[config.mk]
export PLATFORM = sky130hd
export DESIGN_NAME = adaptive_request_threshold_controller_flat
export DESIGN_NICKNAME = d
export VERILOG_FILES = /design/src/rtl/core/artc_pkg.sv /design/src/rtl/core/artc_if.sv /design/src/rtl/core/artc_history.sv /design/src/rtl/core/adaptive_request_threshold_controller.sv /design/src/flat_wrapper.sv
export SDC_FILE = /design/constraint.sdc
export NUM_CORES = 1
export LEC_CHECK = 0
export BUFFER_PORTS_ARGS = -buffer_cell sky130_fd_sc_hd__buf_2
export CORE_ASPECT_RATIO = 1.75
export CORE_UTILIZATION = 45
export DETAILED_ROUTE_END_ITERATION = 10
export HOLD_SLACK_MARGIN = 0.12
export SYNTH_ARGS = -nofsm -noshare
export SYNTH_HDL_FRONTEND = slang
export SYNTH_SLANG_ARGS = --single-unit
[constraint.sdc]
create_clock -name clk -period 16.37 [get_ports clk]
set_input_delay 3.274 -clock clk [delete_from_list [all_inputs] [get_ports clk]]
set_output_delay 3.274 -clock clk [all_outputs]
set_load 0.005 [all_outputs]
[src/rtl/core/artc_pkg.sv]
package artc_pkg;

    // default sizes
    localparam int COUNT_WIDTH_DEF   = 16;
    localparam int HISTORY_DEPTH_DEF = 3;

    // fixed field widths
    localparam int THR_W     = 10;
    localparam int LIMIT_W   = 16;
    localparam int MODE_W    = 2;
    localparam int PLAN_W    = 2;
    localparam int CFG_IDX_W = 2;
    localparam int CFG_DAT_W = 16;

    localparam logic [THR_W-1:0] THR_RESET = THR_W'(1);

    localparam logic [LIMIT_W-1:0] SHORT_STAY_RESET = LIMIT_W'(5);
    localparam logic [LIMIT_W-1:0] LONG_OFF_RESET   = LIMIT_W'(100);
    localparam logic [THR_W-1:0]   FLOOR_RESET      = THR_W'(1);
    localparam logic [THR_W-1:0]   CEILING_RESET    = THR_W'(512);

    typedef enum logic [MODE_W-1:0] {
        MODE_FRAME      = 2'd0,
        MODE_TICK       = 2'd1,
        MODE_SOFT_RESET = 2'd2
    } mode_t;

    typedef enum logic [PLAN_W-1:0] {
        PLAN_OFF     = 2'd0,
        PLAN_PREPARE = 2'd1,
        PLAN_ON      = 2'd2,
        PLAN_LEAVE   = 2'd3
    } plan_t;

    typedef enum logic [CFG_IDX_W-1:0] {
        CFG_SHORT_STAY = 2'd0,
        CFG_LONG_OFF   = 2'd1,
        CFG_FLOOR      = 2'd2,
        CFG_CEILING    = 2'd3
    } cfg_idx_t;

    // history control from the event decoder
    typedef struct packed {
        logic push;
        logic clear;
    } hist_ctrl_t;

endpackage

[src/rtl/core/artc_if.sv]
interface artc_in_if;
    logic                          valid;
    logic                          ready;
    logic [artc_pkg::MODE_W-1:0]   mode;
    logic                          need_leave;
    logic [artc_pkg::PLAN_W-1:0]   plan_status;
    logic                          can_direct;
    logic                          hw_enabled;

    modport source (output valid, mode, need_leave, plan_status, can_direct, hw_enabled,
                    input ready);
    modport sink   (input valid, mode, need_leave, plan_status, can_direct, hw_enabled,
                    output ready);
endinterface

interface artc_out_if;
    logic                          valid;
    logic                          ready;
    logic                          need_request;
    logic                          long_term_off;
    logic [artc_pkg::THR_W-1:0]    request_threshold;

    modport source (output valid, need_request, long_term_off, request_threshold,
                    input ready);
    modport sink   (input valid, need_request, long_term_off, request_threshold,
                    output ready);
endinterface

interface artc_cfg_if;
    logic                             valid;
    logic                             ready;
    logic [artc_pkg::CFG_IDX_W-1:0]   index;
    logic [artc_pkg::CFG_DAT_W-1:0]   data;

    modport source (output valid, index, data, input ready);
    modport sink   (input valid, index, data, output ready);
endinterface

[src/rtl/core/artc_history.sv]
module artc_history #(
    parameter int COUNT_WIDTH   = artc_pkg::COUNT_WIDTH_DEF,
    parameter int HISTORY_DEPTH = artc_pkg::HISTORY_DEPTH_DEF
) (
    input  logic                           clk,
    input  logic                           rst_n,
    input  artc_pkg::hist_ctrl_t           ctrl,
    input  logic [COUNT_WIDTH-1:0]         stay_len,
    input  logic [artc_pkg::LIMIT_W-1:0]   short_limit,
    output logic                           short_stay
);

    localparam int FILL_W = $clog2(HISTORY_DEPTH + 1);
    localparam int SUM_W  = COUNT_WIDTH + $clog2(HISTORY_DEPTH);
    localparam int BND_W  = artc_pkg::LIMIT_W + $clog2(HISTORY_DEPTH);
    localparam int CMP_W  = ((SUM_W > BND_W) ? SUM_W : BND_W) + 1;
    localparam logic [FILL_W-1:0] FILL_FULL = FILL_W'(HISTORY_DEPTH);

    logic [COUNT_WIDTH-1:0] hist_reg   [HISTORY_DEPTH];
    logic [COUNT_WIDTH-1:0] hist_next  [HISTORY_DEPTH];
    logic [COUNT_WIDTH-1:0] hist_shift [HISTORY_DEPTH];
    logic [FILL_W-1:0]      fill_reg;
    logic [FILL_W-1:0]      fill_next;
    logic [SUM_W-1:0]       sum;
    logic [CMP_W-1:0]       bound;

    // oldest entry drops out, newest enters at the top
    for (genvar g = 0; g < HISTORY_DEPTH; g++)
    begin : g_shift
        if (g == HISTORY_DEPTH - 1)
        begin : g_top
            assign hist_shift[g] = stay_len;
        end
        else
        begin : g_mid
            assign hist_shift[g] = hist_reg[g + 1];
        end
    end

    always_comb
    begin
        hist_next = hist_reg;
        fill_next = fill_reg;
        if (ctrl.clear)
        begin
            fill_next = '0;
        end
        else if (ctrl.push)
        begin
            if (fill_reg == FILL_FULL)
            begin
                hist_next = hist_shift;
            end
            else
            begin
                for (int i = 0; i < HISTORY_DEPTH; i++)
                begin
                    if (FILL_W'(i) == fill_reg)
                    begin
                        hist_next[i] = stay_len;
                    end
                end
                fill_next = fill_reg + 1'b1;
            end
        end
    end

    always_comb
    begin
        sum = '0;
        for (int i = 0; i < HISTORY_DEPTH; i++)
        begin
            sum = sum + SUM_W'(hist_next[i]);
        end
    end

    // floor(sum / depth) <= limit  <=>  sum <= limit * depth + depth - 1
    assign bound = CMP_W'(short_limit) * CMP_W'(HISTORY_DEPTH) + CMP_W'(HISTORY_DEPTH - 1);

    assign short_stay = ctrl.push && !ctrl.clear && (fill_next == FILL_FULL)
                        && (CMP_W'(sum) <= bound);

    always_ff @(posedge clk or negedge rst_n)
    begin
        if (!rst_n)
        begin
            fill_reg <= '0;
        end
        else
        begin
            fill_reg <= fill_next;
        end
    end

    always_ff @(posedge clk)
    begin
        hist_reg <= hist_next;
    end

endmodule

[src/rtl/core/adaptive_request_threshold_controller.sv]
// Adaptive request threshold controller. Takes one event beat per clock (frame update,
// stay-on tick or soft reset) and returns exactly one result beat per event, in the cycle
// after acceptance: need_request, long_term_off and the current request threshold, all
// taken from the state as it stands after the event. Every update (saturating counters,
// the stay-on history push, the double/halve decision and the floor/ceiling clamp) is
// done in a single pass of logic into the state registers, so sustained rate is one
// event per cycle; the only thing that holds input back is a pending result beat that
// the downstream side has not taken. Configuration registers are written through the
// cfg channel, which is always ready, and must only change while no event is in flight.
module adaptive_request_threshold_controller #(
    parameter int COUNT_WIDTH   = artc_pkg::COUNT_WIDTH_DEF,
    parameter int HISTORY_DEPTH = artc_pkg::HISTORY_DEPTH_DEF
) (
    input  logic        clk,
    input  logic        rst_n,
    artc_in_if.sink     evt,
    artc_out_if.source  res,
    artc_cfg_if.sink    cfg
);

    localparam int THR_W  = artc_pkg::THR_W;
    localparam int LIM_W  = artc_pkg::LIMIT_W;
    localparam int WIDE_W = THR_W + 3;                              // up to three doublings
    localparam int NR_W   = (COUNT_WIDTH > THR_W) ? COUNT_WIDTH : THR_W;
    localparam int LO_W   = (COUNT_WIDTH > LIM_W) ? COUNT_WIDTH : LIM_W;
    localparam int RAT_W  = COUNT_WIDTH + 4;

    // configuration registers
    logic [LIM_W-1:0] short_stay_limit_reg;
    logic [LIM_W-1:0] long_off_limit_reg;
    logic [THR_W-1:0] threshold_floor_reg;
    logic [THR_W-1:0] threshold_ceiling_reg;

    // controller state
    logic [COUNT_WIDTH-1:0] no_leave_count_reg,  no_leave_count_next;
    logic [COUNT_WIDTH-1:0] stay_off_count_reg,  stay_off_count_next;
    logic [COUNT_WIDTH-1:0] stay_on_count_reg,   stay_on_count_next;
    logic [COUNT_WIDTH-1:0] no_direct_count_reg, no_direct_count_next;
    logic [COUNT_WIDTH-1:0] hw_on_count_reg,     hw_on_count_next;
    logic                   direct_expected_reg, direct_expected_next;
    logic [THR_W-1:0]       threshold_reg,       threshold_next;
    logic                   res_valid_reg;

    logic                   evt_acc;
    logic                   leave;
    logic                   short_stay;
    logic                   ratio_good;
    logic [1:0]             dbl_count;
    logic [WIDE_W-1:0]      thr_wide;
    logic [WIDE_W-1:0]      thr_clamped;
    artc_pkg::hist_ctrl_t   hist_ctrl;
    artc_pkg::mode_t        mode;
    artc_pkg::plan_t        plan;

    function automatic logic [COUNT_WIDTH-1:0] sat_inc(input logic [COUNT_WIDTH-1:0] v);
        return (&v) ? v : v + 1'b1;
    endfunction

    // handshake: a result beat waits in the output register, new event enters as it leaves
    assign evt.ready = !res_valid_reg || res.ready;
    assign evt_acc   = evt.valid && evt.ready;
    assign cfg.ready = 1'b1;

    assign mode  = artc_pkg::mode_t'(evt.mode);
    assign plan  = artc_pkg::plan_t'(evt.plan_status);
    assign leave = evt_acc && (mode == artc_pkg::MODE_FRAME)
                   && (plan == artc_pkg::PLAN_LEAVE);

    assign hist_ctrl.push  = leave;
    assign hist_ctrl.clear = evt_acc && (mode == artc_pkg::MODE_SOFT_RESET);

    artc_history #(
        .COUNT_WIDTH   (COUNT_WIDTH),
        .HISTORY_DEPTH (HISTORY_DEPTH)
    ) u_history (
        .clk         (clk),
        .rst_n       (rst_n),
        .ctrl        (hist_ctrl),
        .stay_len    (stay_on_count_reg),
        .short_limit (short_stay_limit_reg),
        .short_stay  (short_stay)
    );

    // 2*no_direct > stay_on and 10*hw_on < 7*no_direct
    assign ratio_good = ((RAT_W'(no_direct_count_reg) << 1) > RAT_W'(stay_on_count_reg))
                        && ((RAT_W'(hw_on_count_reg) * RAT_W'(10))
                            < (RAT_W'(no_direct_count_reg) * RAT_W'(7)));

    assign dbl_count = 2'(short_stay) + 2'(!direct_expected_reg) + 2'(ratio_good);

    always_comb
    begin
        thr_wide = WIDE_W'(threshold_reg) << dbl_count;
        if (!ratio_good)
        begin
            thr_wide = thr_wide >> 1;
        end
        // floor first, then ceiling: ceiling wins when the bounds cross
        thr_clamped = thr_wide;
        if (thr_clamped < WIDE_W'(threshold_floor_reg))
        begin
            thr_clamped = WIDE_W'(threshold_floor_reg);
        end
        if (thr_clamped > WIDE_W'(threshold_ceiling_reg))
        begin
            thr_clamped = WIDE_W'(threshold_ceiling_reg);
        end
    end

    // event decode
    always_comb
    begin
        no_leave_count_next  = no_leave_count_reg;
        stay_off_count_next  = stay_off_count_reg;
        stay_on_count_next   = stay_on_count_reg;
        no_direct_count_next = no_direct_count_reg;
        hw_on_count_next     = hw_on_count_reg;
        direct_expected_next = direct_expected_reg;
        threshold_next       = threshold_reg;
        if (evt_acc)
        begin
            unique case (mode)
                artc_pkg::MODE_FRAME:
                begin
                    no_leave_count_next = evt.need_leave ? '0 : sat_inc(no_leave_count_reg);
                    unique case (plan)
                        artc_pkg::PLAN_OFF:
                        begin
                            stay_off_count_next = sat_inc(stay_off_count_reg);
                        end
                        artc_pkg::PLAN_PREPARE:
                        begin
                            stay_off_count_next = '0;
                        end
                        artc_pkg::PLAN_ON:
                        begin
                            no_direct_count_next = sat_inc(no_direct_count_reg);
                            if (evt.hw_enabled)
                            begin
                                hw_on_count_next = sat_inc(hw_on_count_reg);
                            end
                            if (evt.can_direct)
                            begin
                                direct_expected_next = 1'b0;
                            end
                        end
                        artc_pkg::PLAN_LEAVE:
                        begin
                            threshold_next       = thr_clamped[THR_W-1:0];
                            stay_on_count_next   = '0;
                            no_direct_count_next = '0;
                            hw_on_count_next     = '0;
                            direct_expected_next = 1'b1;
                        end
                        default:
                        begin
                            stay_off_count_next = stay_off_count_reg;
                        end
                    endcase
                end
                artc_pkg::MODE_TICK:
                begin
                    stay_on_count_next = sat_inc(stay_on_count_reg);
                end
                artc_pkg::MODE_SOFT_RESET:
                begin
                    threshold_next      = artc_pkg::THR_RESET;
                    stay_off_count_next = '0;
                end
                default:
                begin
                    // unused mode: state holds, result still reported
                    threshold_next = threshold_reg;
                end
            endcase
        end
    end

    always_ff @(posedge clk or negedge rst_n)
    begin
        if (!rst_n)
        begin
            no_leave_count_reg  <= '0;
            stay_off_count_reg  <= '0;
            stay_on_count_reg   <= '0;
            no_direct_count_reg <= '0;
            hw_on_count_reg     <= '0;
            direct_expected_reg <= 1'b1;
            threshold_reg       <= artc_pkg::THR_RESET;
            res_valid_reg       <= 1'b0;
        end
        else
        begin
            no_leave_count_reg  <= no_leave_count_next;
            stay_off_count_reg  <= stay_off_count_next;
            stay_on_count_reg   <= stay_on_count_next;
            no_direct_count_reg <= no_direct_count_next;
            hw_on_count_reg     <= hw_on_count_next;
            direct_expected_reg <= direct_expected_next;
            threshold_reg       <= threshold_next;
            if (evt_acc)
            begin
                res_valid_reg <= 1'b1;
            end
            else if (res.ready)
            begin
                res_valid_reg <= 1'b0;
            end
        end
    end

    // configuration writes
    always_ff @(posedge clk or negedge rst_n)
    begin
        if (!rst_n)
        begin
            short_stay_limit_reg  <= artc_pkg::SHORT_STAY_RESET;
            long_off_limit_reg    <= artc_pkg::LONG_OFF_RESET;
            threshold_floor_reg   <= artc_pkg::FLOOR_RESET;
            threshold_ceiling_reg <= artc_pkg::CEILING_RESET;
        end
        else if (cfg.valid)
        begin
            unique case (artc_pkg::cfg_idx_t'(cfg.index))
                artc_pkg::CFG_SHORT_STAY: short_stay_limit_reg  <= cfg.data;
                artc_pkg::CFG_LONG_OFF:   long_off_limit_reg    <= cfg.data;
                artc_pkg::CFG_FLOOR:      threshold_floor_reg   <= cfg.data[THR_W-1:0];
                artc_pkg::CFG_CEILING:    threshold_ceiling_reg <= cfg.data[THR_W-1:0];
                default:                  short_stay_limit_reg  <= short_stay_limit_reg;
            endcase
        end
    end

    // result beat reflects the state left by the last accepted event
    assign res.valid             = res_valid_reg;
    assign res.need_request      = NR_W'(no_leave_count_reg) >= NR_W'(threshold_reg);
    assign res.long_term_off     = LO_W'(stay_off_count_reg) > LO_W'(long_off_limit_reg);
    assign res.request_threshold = threshold_reg;

    // a pending result that is not taken stalls the event side
    a_stall: assert property (@(posedge clk) disable iff (!rst_n)
        res.valid && !res.ready |-> !evt.ready)
        else $error("event accepted over a stalled result");

    // soft reset returns the threshold to one
    a_soft_reset: assert property (@(posedge clk) disable iff (!rst_n)
        evt_acc && (mode == artc_pkg::MODE_SOFT_RESET) |=> threshold_reg == artc_pkg::THR_RESET)
        else $error("soft reset did not restore threshold");

    // leave frame closes the on-period counters
    a_leave_clear: assert property (@(posedge clk) disable iff (!rst_n)
        leave |=> (stay_on_count_reg == '0) && (no_direct_count_reg == '0)
                  && (hw_on_count_reg == '0) && direct_expected_reg)
        else $error("on-period counters not cleared on leave");

    // stay-on tick increments until saturation
    a_tick: assert property (@(posedge clk) disable iff (!rst_n)
        evt_acc && (mode == artc_pkg::MODE_TICK) && !(&stay_on_count_reg)
        |=> stay_on_count_reg == COUNT_WIDTH'($past(stay_on_count_reg) + 1'b1))
        else $error("stay-on tick lost");

    // every accepted event leaves a result beat behind
    a_result: assert property (@(posedge clk) disable iff (!rst_n)
        evt_acc |=> res.valid)
        else $error("accepted event produced no result");

endmodule
[src/flat_wrapper.sv]
// flat-port wrapper written by rule: the top's interface ports become plain ports
module adaptive_request_threshold_controller_flat 
#(
    parameter int COUNT_WIDTH   = artc_pkg::COUNT_WIDTH_DEF,
    parameter int HISTORY_DEPTH = artc_pkg::HISTORY_DEPTH_DEF
)
  (clk, rst_n, evt_valid, evt_mode, evt_need_leave, evt_plan_status, evt_can_direct, evt_hw_enabled, evt_ready, res_valid, res_need_request, res_long_term_off, res_request_threshold, res_ready, cfg_valid, cfg_index, cfg_data, cfg_ready);
  artc_in_if evt_i ();
  artc_out_if res_i ();
  artc_cfg_if cfg_i ();
  input  logic clk;
  input  logic rst_n;
  input wire logic [$bits(evt_i.valid)-1:0] evt_valid;
  input wire logic [$bits(evt_i.mode)-1:0] evt_mode;
  input wire logic [$bits(evt_i.need_leave)-1:0] evt_need_leave;
  input wire logic [$bits(evt_i.plan_status)-1:0] evt_plan_status;
  input wire logic [$bits(evt_i.can_direct)-1:0] evt_can_direct;
  input wire logic [$bits(evt_i.hw_enabled)-1:0] evt_hw_enabled;
  output wire logic [$bits(evt_i.ready)-1:0] evt_ready;
  output wire logic [$bits(res_i.valid)-1:0] res_valid;
  output wire logic [$bits(res_i.need_request)-1:0] res_need_request;
  output wire logic [$bits(res_i.long_term_off)-1:0] res_long_term_off;
  output wire logic [$bits(res_i.request_threshold)-1:0] res_request_threshold;
  input wire logic [$bits(res_i.ready)-1:0] res_ready;
  input wire logic [$bits(cfg_i.valid)-1:0] cfg_valid;
  input wire logic [$bits(cfg_i.index)-1:0] cfg_index;
  input wire logic [$bits(cfg_i.data)-1:0] cfg_data;
  output wire logic [$bits(cfg_i.ready)-1:0] cfg_ready;
  assign evt_i.valid = evt_valid;
  assign evt_i.mode = evt_mode;
  assign evt_i.need_leave = evt_need_leave;
  assign evt_i.plan_status = evt_plan_status;
  assign evt_i.can_direct = evt_can_direct;
  assign evt_i.hw_enabled = evt_hw_enabled;
  assign evt_ready = evt_i.ready;
  assign res_valid = res_i.valid;
  assign res_need_request = res_i.need_request;
  assign res_long_term_off = res_i.long_term_off;
  assign res_request_threshold = res_i.request_threshold;
  assign res_i.ready = res_ready;
  assign cfg_i.valid = cfg_valid;
  assign cfg_i.index = cfg_index;
  assign cfg_i.data = cfg_data;
  assign cfg_ready = cfg_i.ready;
  adaptive_request_threshold_controller #(.COUNT_WIDTH(COUNT_WIDTH), .HISTORY_DEPTH(HISTORY_DEPTH)) u_core (.clk(clk), .rst_n(rst_n), .evt(evt_i), .res(res_i), .cfg(cfg_i));
endmodule
==> Flow_metrics.wiki <==
{| class="wikitable"
! Metric !! Value
|-
| Outcome || complete, no violations
|-
| Fraction of final layout cells sized beyond drive strength 1 || 0.1010
|-
| Gr usage total || 0.2171
|-
| Core area || ~34000 um2
|-
| Quantity of gates resized following cts || 0
|-
| Startpoint type of the worst setup path || primary input
|-
| Endpoint of the worst register-to-register path || u_core.res.request_threshold[2]
|-
| Seq/Total Area, Yosys || 0.3005
|-
| Flops & latches, synth || 194
|-
| Setup fix buffers added after clock tree synthesis || 0
|-
| Half-perimeter wire length of the detailed placement result || 28330 um
|-
| Most frequent cell on the critical path || sky130_fd_sc_hd__a21oi_1
|-
| Port Buffers || 43
|-
| DRC violation count after routing || 0
|-
| Number of cells on the critical path || 54
|-
| Clock Sinks || ~190
|-
| CTS tree || done
|-
| Antenna Cells || 0
|-
| Worst Hold Path Cells || 2
|-
| Max FFs per register || 48
|-
| Average routed wire per standard cell || 16.38 um
|-
| Die W || 141.8 um
|-
| Most common cell after layout, fill and taps aside || sky130_fd_sc_hd__ha_1
|-
| CP Buf/Inv Count || 4
|-
| Max-slew violation count || 0
|-
| Synth-to-layout area growth || 7.950%
|-
| Count of endpoints failing setup in the final report || 0
|-
| First-pass detailed-route iteration total || 4
|-
| Hold Violations, Final || 0
|-
| Worst-path fanout max || 27
|-
| Setup TNS || 0 ns
|-
| Initial antenna violation count || 0
|-
| Max clock buf depth || 2
|-
| Path type of the worst min-delay path || register to register
|-
| Die height || 246.7 um
|-
| Clock slew at reported path FFs || 0.07 ns
|-
| Delay contributed by the slowest stage of the critical path || 0.77 ns
|-
| Worst setup slack for register-to-register paths || 4.39 ns
|-
| Number of global-route vias before repair || roughly 12000
|-
| Data arrival at the endpoint of the critical path || 14.99 ns
|-
| First-pass GRT wire length || 59530 um
|-
| Number of DRC markers in iteration 0 || 393
|-
| Fraction of registers with async set/reset || 0.7526
|-
| Via count normalized by instance count || around 5.5
|-
| Detail Route Antenna Nets || 0
|-
| Floorplan die area || between 30000 and 40000 um2
|-
| Post-layout nets || 1998
|-
| Number of cells on the worst reg-to-reg path || 53
|-
| CTS Root Buffer Type || sky130_fd_sc_hd__clkbuf_16
|-
| Min Clock Period, post-route || 14.60 ns
|-
| Total via count in the routed design || 12020
|-
| Number of enable flip-flop cells after synthesis || 0
|-
| Maximum clock rate || 68.50 MHz
|-
| Worst reg2reg path startpoint || u_core.res.valid
|-
| Worst hold endpoint || u_core.u_history.hist_reg[30]
|-
| H-tree depth reported by CTS || 4
|-
| Slew HR || 0.2721
|-
| Avg Synthesized Cell Area || 9.022 um2
|-
| Period Utilization, post-route || 0.8918
|-
| Number of I/O pins || 45
|-
| Most frequently used flop master after synthesis || sky130_fd_sc_hd__dfrtp_1
|-
| Required time of the critical path || 16.77 ns
|-
| Static leakage || 8.345 nW
|-
| Worst Max-Slew Pin Slew || 1.080 ns
|-
| Unrepaired setup endpoints after global routing || false
|-
| Leftover overflow at the end of global routing || 0
|-
| Synthesized netlist net count || 1975
|-
| Category of the critical setup timing path || primary input to register
|-
| Most frequent cells in the layout || sky130_fd_sc_hd__ha_1 (203), sky130_fd_sc_hd__inv_1 (200), sky130_fd_sc_hd__dfrtp_1 (135), sky130_fd_sc_hd__o21ai_0 (126), sky130_fd_sc_hd__nor2_1 (125)
|-
| Overall routed net length || 35980 um
|-
| Largest net degree at the start of global routing || 79
|-
| Worst clock skew || 0.009714 ns
|-
| Initial standard-cell utilization of the core || 0.4562
|-
| Post-synthesis instance area || 15390 um2
|-
| Gate Count Post-Synth || 1706
|-
| Number of core rows || 89
|-
| CP max-delay cell || sky130_fd_sc_hd__fa_1
|-
| Count of maximum capacitance violations || 0
|-
| Total power of the final layout || 1.836 mW
|-
| Yosys warning count || 0
|-
| Peak supply drop || 87.82 uV
|-
| Kind of cell adding the most delay to the critical path || compound AO/OA/AOI/OAI gates
|-
| Distinct cell type count of the synthesized netlist || 83
|-
| Power per Cell Area || roughly 110 nW/um2
|-
| TritonCTS Buffers || 17
|-
| Final RePlAce weighted congestion || 0.8742
|-
| Clock latency on the worst-skew pair || roughly 0.46 ns
|-
| Hold buffer count at cts || 0
|-
| Element type at the critical path end || register
|-
| Hold_sp || u_core.u_history.hist_reg[30]
|}
-- worst max-delay path by stage --
stage	start	end	slack [ns]
2_1_floorplan	res_ready	u_core.res.request_threshold[1]	3.00
3_3_place_gp	res_ready	u_core.res.request_threshold[2]	1.65
3_5_place_dp	res_ready	u_core.res.request_threshold[2]	1.38
4_1_cts	res_ready	u_core.res.request_threshold[2]	1.81
5_1_grt	res_ready	u_core.res.request_threshold[8]	0.83
6_report	res_ready	u_core.res.request_threshold[2]	1.77
-- synth_stat cells, types with 37 or more instances --
| library cell | count | area [um2] |
|---|---|---|
| sky130_fd_sc_hd__a21oi_1 | 86 | 430.4 |
| sky130_fd_sc_hd__clkbuf_1 | 38 | 142.6 |
| sky130_fd_sc_hd__dfrtp_1 | 137 | 3428 |
| sky130_fd_sc_hd__dfxtp_1 | 48 | 960.9 |
| sky130_fd_sc_hd__ha_1 | 203 | 2540 |
| sky130_fd_sc_hd__inv_1 | 200 | 750.7 |
| sky130_fd_sc_hd__mux2_2 | 51 | 574.3 |
| sky130_fd_sc_hd__mux2i_1 | 38 | 380.4 |
| sky130_fd_sc_hd__nand2_1 | 112 | 420.4 |
| sky130_fd_sc_hd__nand3_1 | 51 | 255.2 |
| sky130_fd_sc_hd__nor2_1 | 125 | 469.2 |
| sky130_fd_sc_hd__nor3_1 | 50 | 250.2 |
| sky130_fd_sc_hd__o21ai_0 | 127 | 635.6 |
| sky130_fd_sc_hd__xnor2_1 | 55 | 481.7 |
| sky130_fd_sc_hd__xor2_1 | 37 | 324.1 |
-- worst min-delay path: stages (launching register included) --
cell and delay (ns):
sky130_fd_sc_hd__dfxtp_1 0.32, sky130_fd_sc_hd__nand2_1 0.04, sky130_fd_sc_hd__o21ai_0 0.08
-- report_power, final --
| part | switching [mW] | internal (mW) | leakage [nW] | total, mW |
|---|---|---|---|---|
| sequential | 0.0703 | 0.542 | 2.26 | 0.613 |
| clock | 0.207 | 0.216 | 0.274 | 0.422 |
| combinational | 0.437 | 0.364 | 5.81 | 0.801 |
| total | 0.714 | 1.12 | 8.34 | 1.84 |
-- cells by family after synthesis --
| kind of cell | after synthesis | share of synthesized area |
|---|---|---|
| AOI/OAI and AO/OA | 369 | 0.1523 |
| xor gates and xnor gates | 92 | 0.05235 |
| adders and majority gates | 239 | 0.2118 |
| buffers and inverters | 252 | 0.06552 |
| DFF | 194 | 0.3005 |
| muxes | 100 | 0.07316 |
| other | 1 | 0.0002436 |
| and+or+nand+nor | 459 | 0.1441 |
-- routing by layer --
layer,global-route usage,share of wire
met4,0.09393,0.030
met2,0.4325,0.56
met1,0.2250,0.39
met3,0.02072,0.017
met5,0,0
-- metrics by stage --
step | instances | cell area (um2) | worst slack (ns) | utilization | hold WS, ns
floorplan | 1706 | 15390 | 2.997 | - | 0.4516
global placement | 2165 | 16040 | 1.646 | 0.4752 | 0.4699
detailed placement | 2165 | 16040 | 1.378 | 0.4752 | 0.4785
CTS | 2197 | 16620 | 1.811 | 0.4925 | 0.4964
global route | 2197 | 16620 | 0.8320 | 0.4925 | 0.5137
finish | 2197 | 16620 | 1.772 | 0.4925 | 0.4921
-- final cells by class --
cell class | instances | area (um2)
fill | 3239 | 17130
multi-input combinational | 1260 | 9768
sequential | 194 | 4628
inverter | 200 | 750.7
tap | 455 | 569.3
clock buffer | 19 | 432.9
timing repair buffer | 56 | 319.1
clock inverter | 13 | 147.6
Note: power is estimated with default switching activity, not from simulation.
